==> src/malc_pkg.sv <==
// Shared widths, register indexes, level codes and controller states of the level classifier.
package malc_pkg;

  localparam int IN_W       = 10;
  localparam int AVG_W      = 10;
  localparam int WIN_W      = 4;
  localparam int LIM_W      = 10;
  localparam int LEVEL_W    = 3;
  localparam int DIGIT_W    = 4;
  localparam int NUM_DIGITS = 3;
  localparam int CFG_IDX_W  = 3;
  localparam int CFG_DATA_W = 10;
  // The divisor is twice the window size; the partial remainder needs one bit more.
  localparam int DIVR_W     = WIN_W + 1;
  localparam int REM_W      = DIVR_W + 1;

  typedef logic [CFG_IDX_W-1:0] cfg_idx_t;
  typedef logic [LEVEL_W-1:0]   level_t;
  typedef logic [DIGIT_W-1:0]   digit_t;
  typedef logic [LIM_W-1:0]     limit_t;

  localparam cfg_idx_t REG_WINDOW_SIZE = 3'd0;
  localparam cfg_idx_t REG_EMPTY_LIMIT = 3'd1;
  localparam cfg_idx_t REG_LOW_LIMIT   = 3'd2;
  localparam cfg_idx_t REG_MID_LIMIT   = 3'd3;
  localparam cfg_idx_t REG_HIGH_LIMIT  = 3'd4;

  localparam logic [WIN_W-1:0] WINDOW_RESET = 4'd0;
  localparam limit_t EMPTY_RESET = 10'd10;
  localparam limit_t LOW_RESET   = 10'd200;
  localparam limit_t MID_RESET   = 10'd325;
  localparam limit_t HIGH_RESET  = 10'd400;

  localparam level_t LEVEL_EMPTY = 3'd0;
  localparam level_t LEVEL_LOW   = 3'd1;
  localparam level_t LEVEL_MID   = 3'd2;
  localparam level_t LEVEL_HIGH  = 3'd3;
  localparam level_t LEVEL_FULL  = 3'd4;

  localparam digit_t DIGIT_MAX   = 4'd9;
  localparam digit_t DABBLE_TRIG = 4'd5;
  localparam digit_t DABBLE_ADD  = 4'd3;

  typedef enum logic [2:0] {
    ST_IDLE,
    ST_CHECK,
    ST_SUM,
    ST_DIV,
    ST_BCD,
    ST_HOLD
  } state_t;

  // Controls from the sequencer to the sample window.
  typedef struct packed {
    logic push;
    logic start;
  } win_ctl_t;

  // Status from the sample window to the sequencer.
  typedef struct packed {
    logic ok;
    logic busy;
  } win_sts_t;

endpackage

==> src/moving_average_level_classifier_top.sv <==
// Top level of the moving-average level classifier: registers, sequencer and result register.
//
//   channel  direction  handshake            payload
//   in       input      in_valid / in_stall   in_sensor_sample
//   out      output     out_valid / out_stall out_level, out_average, out_*_digit
//   cfg      input      cfg_we               cfg_index, cfg_wdata
//
// A request that gives a result passes through idle, check, the sum (one entry at a time), the
// division (one bit of the dividend at a time, 15 bits by default), the decimal conversion and
// hold, from which the result is loaded into the output register. A request that gives no
// result goes from check straight back to idle.
// Reset is synchronous and clears the sample count, registers and control state.
// A finished result waits in the output register while the next request is taken;
// the sequencer holds only if a second result is ready before the first is taken.
module moving_average_level_classifier_top #(
  parameter int HISTORY_DEPTH = 9
) (
  input  logic                            clk,
  input  logic                            rst_n,
  input  logic                            in_valid,
  output logic                            in_stall,
  input  logic [malc_pkg::IN_W-1:0]       in_sensor_sample,
  output logic                            out_valid,
  input  logic                            out_stall,
  output malc_pkg::level_t                out_level,
  output logic [malc_pkg::AVG_W-1:0]      out_average,
  output malc_pkg::digit_t                out_hundreds_digit,
  output malc_pkg::digit_t                out_tens_digit,
  output malc_pkg::digit_t                out_ones_digit,
  input  logic                            cfg_we,
  input  malc_pkg::cfg_idx_t              cfg_index,
  input  logic [malc_pkg::CFG_DATA_W-1:0] cfg_wdata
);
  import malc_pkg::*;

  localparam int CW    = $clog2(HISTORY_DEPTH + 1);
  localparam int SUM_W = IN_W + CW;
  localparam int DW    = SUM_W + 1;

  logic [WIN_W-1:0] window_size_r;
  limit_t           empty_limit_r;
  limit_t           low_limit_r;
  limit_t           mid_limit_r;
  limit_t           high_limit_r;

  state_t state_r, state_nxt;

  win_ctl_t         win_ctl;
  win_sts_t         win_sts;
  logic [SUM_W-1:0] win_sum;
  logic             div_start;
  logic             div_busy;
  logic [DW-1:0]    div_quo;
  logic [DW-1:0]    dividend;
  logic             bcd_start;
  logic             bcd_busy;
  digit_t           bcd_hund;
  digit_t           bcd_tens;
  digit_t           bcd_ones;
  logic             accept;
  logic             load_out;
  logic [AVG_W-1:0] avg;
  level_t           level;

  logic             out_valid_r, out_valid_nxt;
  level_t           out_level_r;
  logic [AVG_W-1:0] out_average_r;
  digit_t           out_hund_r;
  digit_t           out_tens_r;
  digit_t           out_ones_r;

  always_ff @(posedge clk) begin
    if (!rst_n) begin
      window_size_r <= WINDOW_RESET;
      empty_limit_r <= EMPTY_RESET;
      low_limit_r   <= LOW_RESET;
      mid_limit_r   <= MID_RESET;
      high_limit_r  <= HIGH_RESET;
    end else if (cfg_we) begin
      unique case (cfg_index)
        REG_WINDOW_SIZE: window_size_r <= cfg_wdata[WIN_W-1:0];
        REG_EMPTY_LIMIT: empty_limit_r <= cfg_wdata[LIM_W-1:0];
        REG_LOW_LIMIT:   low_limit_r   <= cfg_wdata[LIM_W-1:0];
        REG_MID_LIMIT:   mid_limit_r   <= cfg_wdata[LIM_W-1:0];
        REG_HIGH_LIMIT:  high_limit_r  <= cfg_wdata[LIM_W-1:0];
        default: ;
      endcase
    end
  end

  malc_window #(
    .HISTORY_DEPTH (HISTORY_DEPTH),
    .SAMPLE_BITS   (IN_W)
  ) u_window (
    .clk         (clk),
    .rst_n       (rst_n),
    .ctl         (win_ctl),
    .sample      (in_sensor_sample),
    .window_size (window_size_r),
    .sts         (win_sts),
    .sum         (win_sum)
  );

  // Round half up: (2 * sum + n) / (2 * n).
  assign dividend = {win_sum, 1'b0} + DW'(window_size_r);

  malc_div #(
    .DW (DW)
  ) u_div (
    .clk      (clk),
    .rst_n    (rst_n),
    .start    (div_start),
    .dividend (dividend),
    .divisor  ({window_size_r, 1'b0}),
    .busy     (div_busy),
    .quotient (div_quo)
  );

  assign avg = div_quo[AVG_W-1:0];

  malc_bcd u_bcd (
    .clk      (clk),
    .rst_n    (rst_n),
    .start    (bcd_start),
    .bin      (avg),
    .busy     (bcd_busy),
    .hundreds (bcd_hund),
    .tens     (bcd_tens),
    .ones     (bcd_ones)
  );

  always_comb begin
    if (avg <= empty_limit_r) begin
      level = LEVEL_EMPTY;
    end else if (avg <= low_limit_r) begin
      level = LEVEL_LOW;
    end else if (avg <= mid_limit_r) begin
      level = LEVEL_MID;
    end else if (avg <= high_limit_r) begin
      level = LEVEL_HIGH;
    end else begin
      level = LEVEL_FULL;
    end
  end

  always_ff @(posedge clk) begin
    if (!rst_n) begin
      state_r <= ST_IDLE;
    end else begin
      state_r <= state_nxt;
    end
  end

  always_comb begin
    state_nxt = state_r;
    unique case (state_r)
      ST_IDLE:  if (accept) state_nxt = ST_CHECK;
      ST_CHECK: state_nxt = win_sts.ok ? ST_SUM : ST_IDLE;
      ST_SUM:   if (!win_sts.busy) state_nxt = ST_DIV;
      ST_DIV:   if (!div_busy) state_nxt = ST_BCD;
      ST_BCD:   if (!bcd_busy) state_nxt = ST_HOLD;
      ST_HOLD:  if (load_out) state_nxt = ST_IDLE;
      default:  state_nxt = ST_IDLE;
    endcase
  end

  always_comb begin
    in_stall      = (state_r != ST_IDLE);
    accept        = in_valid && (state_r == ST_IDLE);
    win_ctl.push  = accept;
    win_ctl.start = (state_r == ST_CHECK) && win_sts.ok;
    div_start     = (state_r == ST_SUM) && !win_sts.busy;
    bcd_start     = (state_r == ST_DIV) && !div_busy;
    load_out      = (state_r == ST_HOLD) && (!out_valid_r || !out_stall);
  end

  always_comb begin
    out_valid_nxt = out_valid_r;
    if (load_out) begin
      out_valid_nxt = 1'b1;
    end else if (!out_stall) begin
      out_valid_nxt = 1'b0;
    end
  end

  always_ff @(posedge clk) begin
    if (!rst_n) begin
      out_valid_r <= 1'b0;
    end else begin
      out_valid_r <= out_valid_nxt;
    end
  end

  always_ff @(posedge clk) begin
    if (load_out) begin
      out_level_r   <= level;
      out_average_r <= avg;
      out_hund_r    <= bcd_hund;
      out_tens_r    <= bcd_tens;
      out_ones_r    <= bcd_ones;
    end
  end

  assign out_valid          = out_valid_r;
  assign out_level          = out_level_r;
  assign out_average        = out_average_r;
  assign out_hundreds_digit = out_hund_r;
  assign out_tens_digit     = out_tens_r;
  assign out_ones_digit     = out_ones_r;

  a_accept_checks: assert property (@(posedge clk) disable iff (!rst_n)
    (in_valid && !in_stall) |=> (state_r == ST_CHECK))
    else $error("accepted request did not reach the window check");

  a_hold_keeps_result: assert property (@(posedge clk) disable iff (!rst_n)
    ((state_r == ST_HOLD) && out_valid_r && out_stall) |=> (state_r == ST_HOLD))
    else $error("pending result was overwritten while the output was stalled");

  a_result_in_range: assert property (@(posedge clk) disable iff (!rst_n)
    out_valid_r |-> ((out_hund_r <= DIGIT_MAX) && (out_tens_r <= DIGIT_MAX) &&
                     (out_ones_r <= DIGIT_MAX) && (out_level_r <= LEVEL_FULL)))
    else $error("result digit or level out of range");

endmodule

==> src/malc_window.sv <==
// Sample history shift line, saturating sample count and entry-serial window accumulator.
module malc_window #(
  parameter int HISTORY_DEPTH = 9,
  parameter int SAMPLE_BITS   = 10
) (
  input  logic                                    clk,
  input  logic                                    rst_n,
  input  malc_pkg::win_ctl_t                      ctl,
  input  logic [SAMPLE_BITS-1:0]                  sample,
  input  logic [malc_pkg::WIN_W-1:0]              window_size,
  output malc_pkg::win_sts_t                      sts,
  output logic [SAMPLE_BITS+$clog2(HISTORY_DEPTH+1)-1:0] sum
);
  import malc_pkg::*;

  localparam int CW    = $clog2(HISTORY_DEPTH + 1);
  localparam int IW    = (HISTORY_DEPTH > 1) ? $clog2(HISTORY_DEPTH) : 1;
  localparam int SUM_W = SAMPLE_BITS + CW;
  localparam int CMP_W = ((CW > WIN_W) ? CW : WIN_W) + 1;

  logic [SAMPLE_BITS-1:0] hist_r [HISTORY_DEPTH];
  logic [CW-1:0]          seen_r;
  logic [CW-1:0]          cnt_r;
  logic [SUM_W-1:0]       acc_r;
  logic                   busy_r;
  logic                   last_add;

  // Entries below the sample count are always written before they are summed,
  // so the history itself needs no reset.
  always_ff @(posedge clk) begin
    if (ctl.push) begin
      hist_r[0] <= sample;
      for (int k = 1; k < HISTORY_DEPTH; k++) begin
        hist_r[k] <= hist_r[k-1];
      end
    end
  end

  always_ff @(posedge clk) begin
    if (!rst_n) begin
      seen_r <= '0;
    end else if (ctl.push && (seen_r != CW'(HISTORY_DEPTH))) begin
      seen_r <= seen_r + CW'(1);
    end
  end

  assign last_add = (CMP_W'(cnt_r) + CMP_W'(1)) == CMP_W'(window_size);

  always_ff @(posedge clk) begin
    if (!rst_n) begin
      busy_r <= 1'b0;
      cnt_r  <= '0;
    end else if (ctl.start) begin
      busy_r <= 1'b1;
      cnt_r  <= '0;
    end else if (busy_r) begin
      cnt_r <= cnt_r + CW'(1);
      if (last_add) begin
        busy_r <= 1'b0;
      end
    end
  end

  always_ff @(posedge clk) begin
    if (ctl.start) begin
      acc_r <= '0;
    end else if (busy_r) begin
      acc_r <= acc_r + SUM_W'(hist_r[cnt_r[IW-1:0]]);
    end
  end

  assign sts.ok = (window_size != '0) &&
                  (CMP_W'(window_size) <= CMP_W'(HISTORY_DEPTH)) &&
                  (CMP_W'(seen_r) >= CMP_W'(window_size));
  assign sts.busy = busy_r;
  assign sum      = acc_r;

endmodule

==> src/malc_div.sv <==
// Bit-serial restoring divider: one quotient bit per cycle.
module malc_div #(
  parameter int DW = 15
) (
  input  logic                        clk,
  input  logic                        rst_n,
  input  logic                        start,
  input  logic [DW-1:0]               dividend,
  input  logic [malc_pkg::DIVR_W-1:0] divisor,
  output logic                        busy,
  output logic [DW-1:0]               quotient
);
  import malc_pkg::*;

  localparam int CNT_W = $clog2(DW + 1);

  logic [DW-1:0]     quo_r;
  logic [REM_W-1:0]  rem_r;
  logic [DIVR_W-1:0] divr_r;
  logic [CNT_W-1:0]  step_r;
  logic              busy_r;
  logic [REM_W-1:0]  rem_sh;
  logic              fits;

  // The dividend shifts out of the top of quo_r while quotient bits shift in below.
  assign rem_sh = {rem_r[REM_W-2:0], quo_r[DW-1]};
  assign fits   = rem_sh >= {1'b0, divr_r};

  always_ff @(posedge clk) begin
    if (!rst_n) begin
      busy_r <= 1'b0;
      step_r <= '0;
    end else if (start) begin
      busy_r <= 1'b1;
      step_r <= '0;
    end else if (busy_r) begin
      step_r <= step_r + CNT_W'(1);
      if (step_r == CNT_W'(DW - 1)) begin
        busy_r <= 1'b0;
      end
    end
  end

  always_ff @(posedge clk) begin
    if (start) begin
      quo_r  <= dividend;
      rem_r  <= '0;
      divr_r <= divisor;
    end else if (busy_r) begin
      rem_r <= fits ? (rem_sh - {1'b0, divr_r}) : rem_sh;
      quo_r <= {quo_r[DW-2:0], fits};
    end
  end

  assign busy     = busy_r;
  assign quotient = quo_r;

  // A remainder at or above the divisor means a quotient bit was lost.
  a_rem_below_divisor: assert property (@(posedge clk) disable iff (!rst_n)
    busy_r |-> (rem_r < {1'b0, divr_r}))
    else $error("divider remainder reached the divisor");

endmodule

==> src/malc_bcd.sv <==
// Bit-serial double-dabble conversion of the average into three decimal digits.
module malc_bcd (
  input  logic                       clk,
  input  logic                       rst_n,
  input  logic                       start,
  input  logic [malc_pkg::AVG_W-1:0] bin,
  output logic                       busy,
  output malc_pkg::digit_t           hundreds,
  output malc_pkg::digit_t           tens,
  output malc_pkg::digit_t           ones
);
  import malc_pkg::*;

  localparam int BCD_W = NUM_DIGITS * DIGIT_W;
  localparam int CNT_W = $clog2(AVG_W + 1);

  logic [AVG_W-1:0] bin_r;
  logic [BCD_W-1:0] bcd_r;
  logic [BCD_W-1:0] adj;
  logic [CNT_W-1:0] step_r;
  logic             busy_r;

  always_comb begin
    digit_t dig;
    dig = '0;
    for (int d = 0; d < NUM_DIGITS; d++) begin
      dig = bcd_r[d*DIGIT_W +: DIGIT_W];
      adj[d*DIGIT_W +: DIGIT_W] = (dig >= DABBLE_TRIG) ? (dig + DABBLE_ADD) : dig;
    end
  end

  always_ff @(posedge clk) begin
    if (!rst_n) begin
      busy_r <= 1'b0;
      step_r <= '0;
    end else if (start) begin
      busy_r <= 1'b1;
      step_r <= '0;
    end else if (busy_r) begin
      step_r <= step_r + CNT_W'(1);
      if (step_r == CNT_W'(AVG_W - 1)) begin
        busy_r <= 1'b0;
      end
    end
  end

  // The carry out of the hundreds digit is dropped, so values of a thousand
  // and more leave a hundreds digit of zero.
  always_ff @(posedge clk) begin
    if (start) begin
      bin_r <= bin;
      bcd_r <= '0;
    end else if (busy_r) begin
      bcd_r <= {adj[BCD_W-2:0], bin_r[AVG_W-1]};
      bin_r <= {bin_r[AVG_W-2:0], 1'b0};
    end
  end

  assign busy     = busy_r;
  assign ones     = bcd_r[0 +: DIGIT_W];
  assign tens     = bcd_r[DIGIT_W +: DIGIT_W];
  assign hundreds = bcd_r[2*DIGIT_W +: DIGIT_W];

endmodule
==> config.mk <==
export PLATFORM = sky130hd
export DESIGN_NAME = moving_average_level_classifier_top
export DESIGN_NICKNAME = d
export VERILOG_FILES = /design/src/malc_pkg.sv /design/src/moving_average_level_classifier_top.sv /design/src/malc_window.sv /design/src/malc_div.sv /design/src/malc_bcd.sv
export SDC_FILE = /design/constraint.sdc
export NUM_CORES = 1
export LEC_CHECK = 0
export BUFFER_PORTS_ARGS = -buffer_cell sky130_fd_sc_hd__buf_2
export CAP_MARGIN = 10
export CORE_ASPECT_RATIO = 0.7
export CORE_MARGIN = 4
export CORE_UTILIZATION = 49
export CTS_CLUSTER_DIAMETER = 80
export CTS_CLUSTER_SIZE = 24
export DETAILED_ROUTE_END_ITERATION = 8
export GPL_ROUTABILITY_DRIVEN = 1
export PLACE_DENSITY = 0.63
export SLEW_MARGIN = 25
export SYNTH_ARGS = -nofsm -noshare
export SYNTH_HDL_FRONTEND = slang
export SYNTH_SLANG_ARGS = --single-unit
==> constraint.sdc <==
create_clock -name clk -period 16.1 [get_ports clk]
set_input_delay 3.22 -clock clk [delete_from_list [all_inputs] [get_ports clk]]
set_output_delay 3.22 -clock clk [all_outputs]
set_load 0.03 [all_outputs]
==> impl_metrics.csv <==
group,metric,value,unit
clock_network,hold_buffers,0,
global_route,grt_pass1_wl,36100,um
global_route,grt.overflow.total,0,
sta,fin_setup_tns,0,ps
logic_synthesis,ys_async_sr_fraction,0,%
floorplanning,ios,55,
placed_design,dp_slack,10620,ps
clock_network,cts.sink_count,246,
placed_design,routabilityCongestion,0.786,
floorplanning,num_rows,46,
sta,fmax,0.202,GHz
clock_network,path_clk_slew,90,ps
clock_network,post_cts_resized,0,
worst_setup_path,rr_endpoint,"u_window.sum[12]$_SDFFE_PP0P_",
pwr,total_power,1360,uW
logic_synthesis,synth-edff-count,144,
logic_synthesis,synthCells,1003,
drt,wirelength,22000,um
placed_design,dpl_cell_area,12100,sq um
pwr,p_per_area,109,nW/um^2
sta,fin_crit_sh,30.7,%
clock_network,clockBufferDepth,3,
sta,slew_headroom,38.8,%
logic_synthesis,ys.flop_type,"edfxtp_1",
global_route,antenna_found_initial,0,
clock_network,cts_tree,"built",
sta,finalCriticalPeriod,4950,ps
placed_design,place.port_buffers,54,
global_route,grtUsageTotal,17.1,%
worst_setup_path,r2r_setup_slack,12510,ps
floorplanning,start_util,50.3,%
cells_and_area,final_cells,1364,
drt,route.detailed.drc,0,
pwr,power_frac_comb,16.2,%
global_route,use_met1,28.0,%
pwr,pwr-share-clk,27.9,%
worst_setup_path,endpoint,"u_window.seen_r[2]$_SDFFE_PN0P_",
sta,finalHoldViolCount,0,
cells_and_area,stdcell_area,12500,sq um
cells_and_area,drive_gt1_share,11.5,%
min_path,min_path_cells,0,
drt,ant_nets,0,
logic_synthesis,synth.distinct_cells,66,
global_route,use_met2,24.0,%
pwr,swShare,26.5,%
cells_and_area,nets,1149,
sta,rsz0062_at_grt,"no",
global_route,grt_max_degree,59,
cells_and_area,n_fill_cell,2009,
floorplanning,die_h,136,um
pwr,peakVddDrop,61.1,uV
worst_setup_path,worst_ep_required_time,16480,ps
pwr,p_leak,0.00456,uW
clock_network,cts_buffers,14,
sta,setup_ws,11150,ps
drt,firstDrtPassIters,5,
drt,drt_iter0_markers,514,
clock_network,root_buffer,"clkbuf_16",
logic_synthesis,synthesis.area,11500,sq um
worst_setup_path,slowest_delay,640,ps
logic_synthesis,ys_ff_latch,246,
worst_setup_path,path_max_fanout,55,
logic_synthesis,yosys.area.top_type,"edfxtp_1",
drt,wire_per_inst,16.1,um
logic_synthesis,synth_top_area_share,37.6,%
clock_network,post-cts-setup-buffers,0,
logic_synthesis,synth_warnings,0,
logic_synthesis,ys_seq_area_share,55.4,%
cells_and_area,syn_to_final_growth,8.73,%
pwr,intPower,1000,uW
global_route,grt-busiest-layer,"met1",
cells_and_area,antennaDiodeCount,0,
pwr,seqPwrFrac,55.9,%
global_route,grtUsageMet3,2.62,%
pwr,p_sw,361,uW
clock_network,insertion_delay,480,ps
run_status,status,"finished, final reports clean",
clock_network,h-tree-depth,1,
floorplanning,core,22800,sq um
worst_setup_path,critPathKind,"primary input to flip-flop",
placed_design,hpwlAfterDp,15200,um
worst_setup_path,startpoint,"in_valid",
worst_setup_path,path_cells,"buf_2 -> nor4b_2 -> buf_4 -> buf_4 -> nand2_1 -> inv_1 -> nand2_1 -> xnor2_1 -> and2_1",
placed_design,dp.cells,1340,
sta,skew,12.1,ps
logic_synthesis,syn_area_per_cell,11.5,sq um
flow_run,maxCapViolCount,0,
sta,worstMarginPinSlew,914,ps
logic_synthesis,synth_area_leaders,"edfxtp_1, dfxtp_1, ha_1, nand2_1, mux4_2",
global_route,grt_pass1_vias,6792,
logic_synthesis,synth_most_common_cell,"edfxtp_1",
logic_synthesis,synthesis.nets,1108,
drt,via_per_inst,5.28,
sta,finalSetupViolCount,0,
logic_synthesis,ys_top_cells_by_count,"edfxtp_1, nand2_1, dfxtp_1",
worst_setup_path,end_kind,"flip-flop",
floorplanning,die-area,26000,sq um
worst_setup_path,crit_path_start_kind,"primary input",
worst_setup_path,r2r_cells,13,
min_path,hold_class,"flip-flop to flip-flop",
floorplanning,die_w,191,um
sta,drv_slew,0,
worst_setup_path,slowest_stage,"buf_4",
worst_setup_path,worst-endpoint-arrival,5330,ps
drt,vias,7206,
==> layout by cell type (no fill, tap or decap), types with 25 or more instances in the layout <==
cell type,instances
buf_2,54
a21boi_0,32
inv_1,71
nor2_1,60
nand2_1,133
dfxtp_1,102
a21oi_1,37
mux2i_1,25
edfxtp_1,144
xnor2_1,25
ha_1,74
o21ai_0,50
==> flip-flops by register name, summed over array words and instances (netlist names), 5 cells and up, named ones only <==
name and cells:
out_average 10, empty_limit_r 10, u_window.sum 14, u_bcd.bcd_r 12, high_limit_r 10, low_limit_r 10, mid_limit_r 10, u_window.hist_r 90
u_div.rem_r 5, u_div.quotient 15, u_bcd.bin_r 10
==> metrics by stage <==
stage | hold WS [ps] | util, %
6_report | 452 | 54.7
5_1_grt | 459 | 54.7
4_1_cts | 449 | 54.7
3_5_place_dp | 431 | 52.8
3_3_place_gp | 422 | 52.8
2_1_floorplan | 421 | -
==> worst min path at each step <==
stage                                          from                         endpoint
detailed placement  u_window.hist_r[6][9]$_DFFE_PP_  u_window.hist_r[7][9]$_DFFE_PP_
finish              u_window.hist_r[3][4]$_DFFE_PP_  u_window.hist_r[4][4]$_DFFE_PP_
floorplan           u_window.hist_r[2][0]$_DFFE_PP_  u_window.hist_r[3][0]$_DFFE_PP_
global route        u_window.hist_r[7][7]$_DFFE_PP_  u_window.hist_r[8][7]$_DFFE_PP_
CTS                 u_window.hist_r[2][5]$_DFFE_PP_  u_window.hist_r[3][5]$_DFFE_PP_
global placement    u_window.hist_r[2][6]$_DFFE_PP_  u_window.hist_r[3][6]$_DFFE_PP_
==> logic make-up after synthesis <==
| logic type | share of synthesized area, % |
|---|---|
| adder cells (fa/ha/maj) | 8.58 |
| AO/OA/AOI/OAI | 10.6 |
| XOR/XNOR | 3.05 |
| flip-flops | 55.4 |
| AND/OR/NAND/NOR | 11.7 |
| multiplexers | 6.98 |
| buffers and inverters | 3.70 |
==> per-layer routing <==
| layer | part of all wire, % | wire (um) |
|---|---|---|
| met5 | 0 | 0 |
| met4 | 1.5 | 328 |
| met3 | 4.1 | 913 |
| met2 | 40 | 8830 |
| met1 | 54 | 11900 |
==> cell type report <==
cell class / instances / area [sq um] / area share [%]
flip-flops and latches: 246 / 6370 / 50.9
multi-input cells: 648 / 4710 / 37.7
clock buffers: 21 / 408 / 3.26
well taps: 312 / 390 / 3.12
repair buffers: 62 / 330 / 2.64
inverters: 72 / 270 / 2.16
clock inverters: 3 / 21.3 / 0.170
==> critical path: cells and delay by family <==
family,cells,cell delay [ps]
AND/OR/NAND/NOR,4,590
XOR/XNOR,1,120
buffers and inverters,4,1340
==> power by group through the flow <==
stage          combinational (uW)  sequential (uW)  clock [uW]
2_1_floorplan                 180              764           0
3_3_place_gp                  217              774           0
3_5_place_dp                  221              775           0
4_1_cts                       221              762         399
5_1_grt                       252              769         419
6_report                      221              762         380
Note: power is estimated with default switching activity, not from simulation.
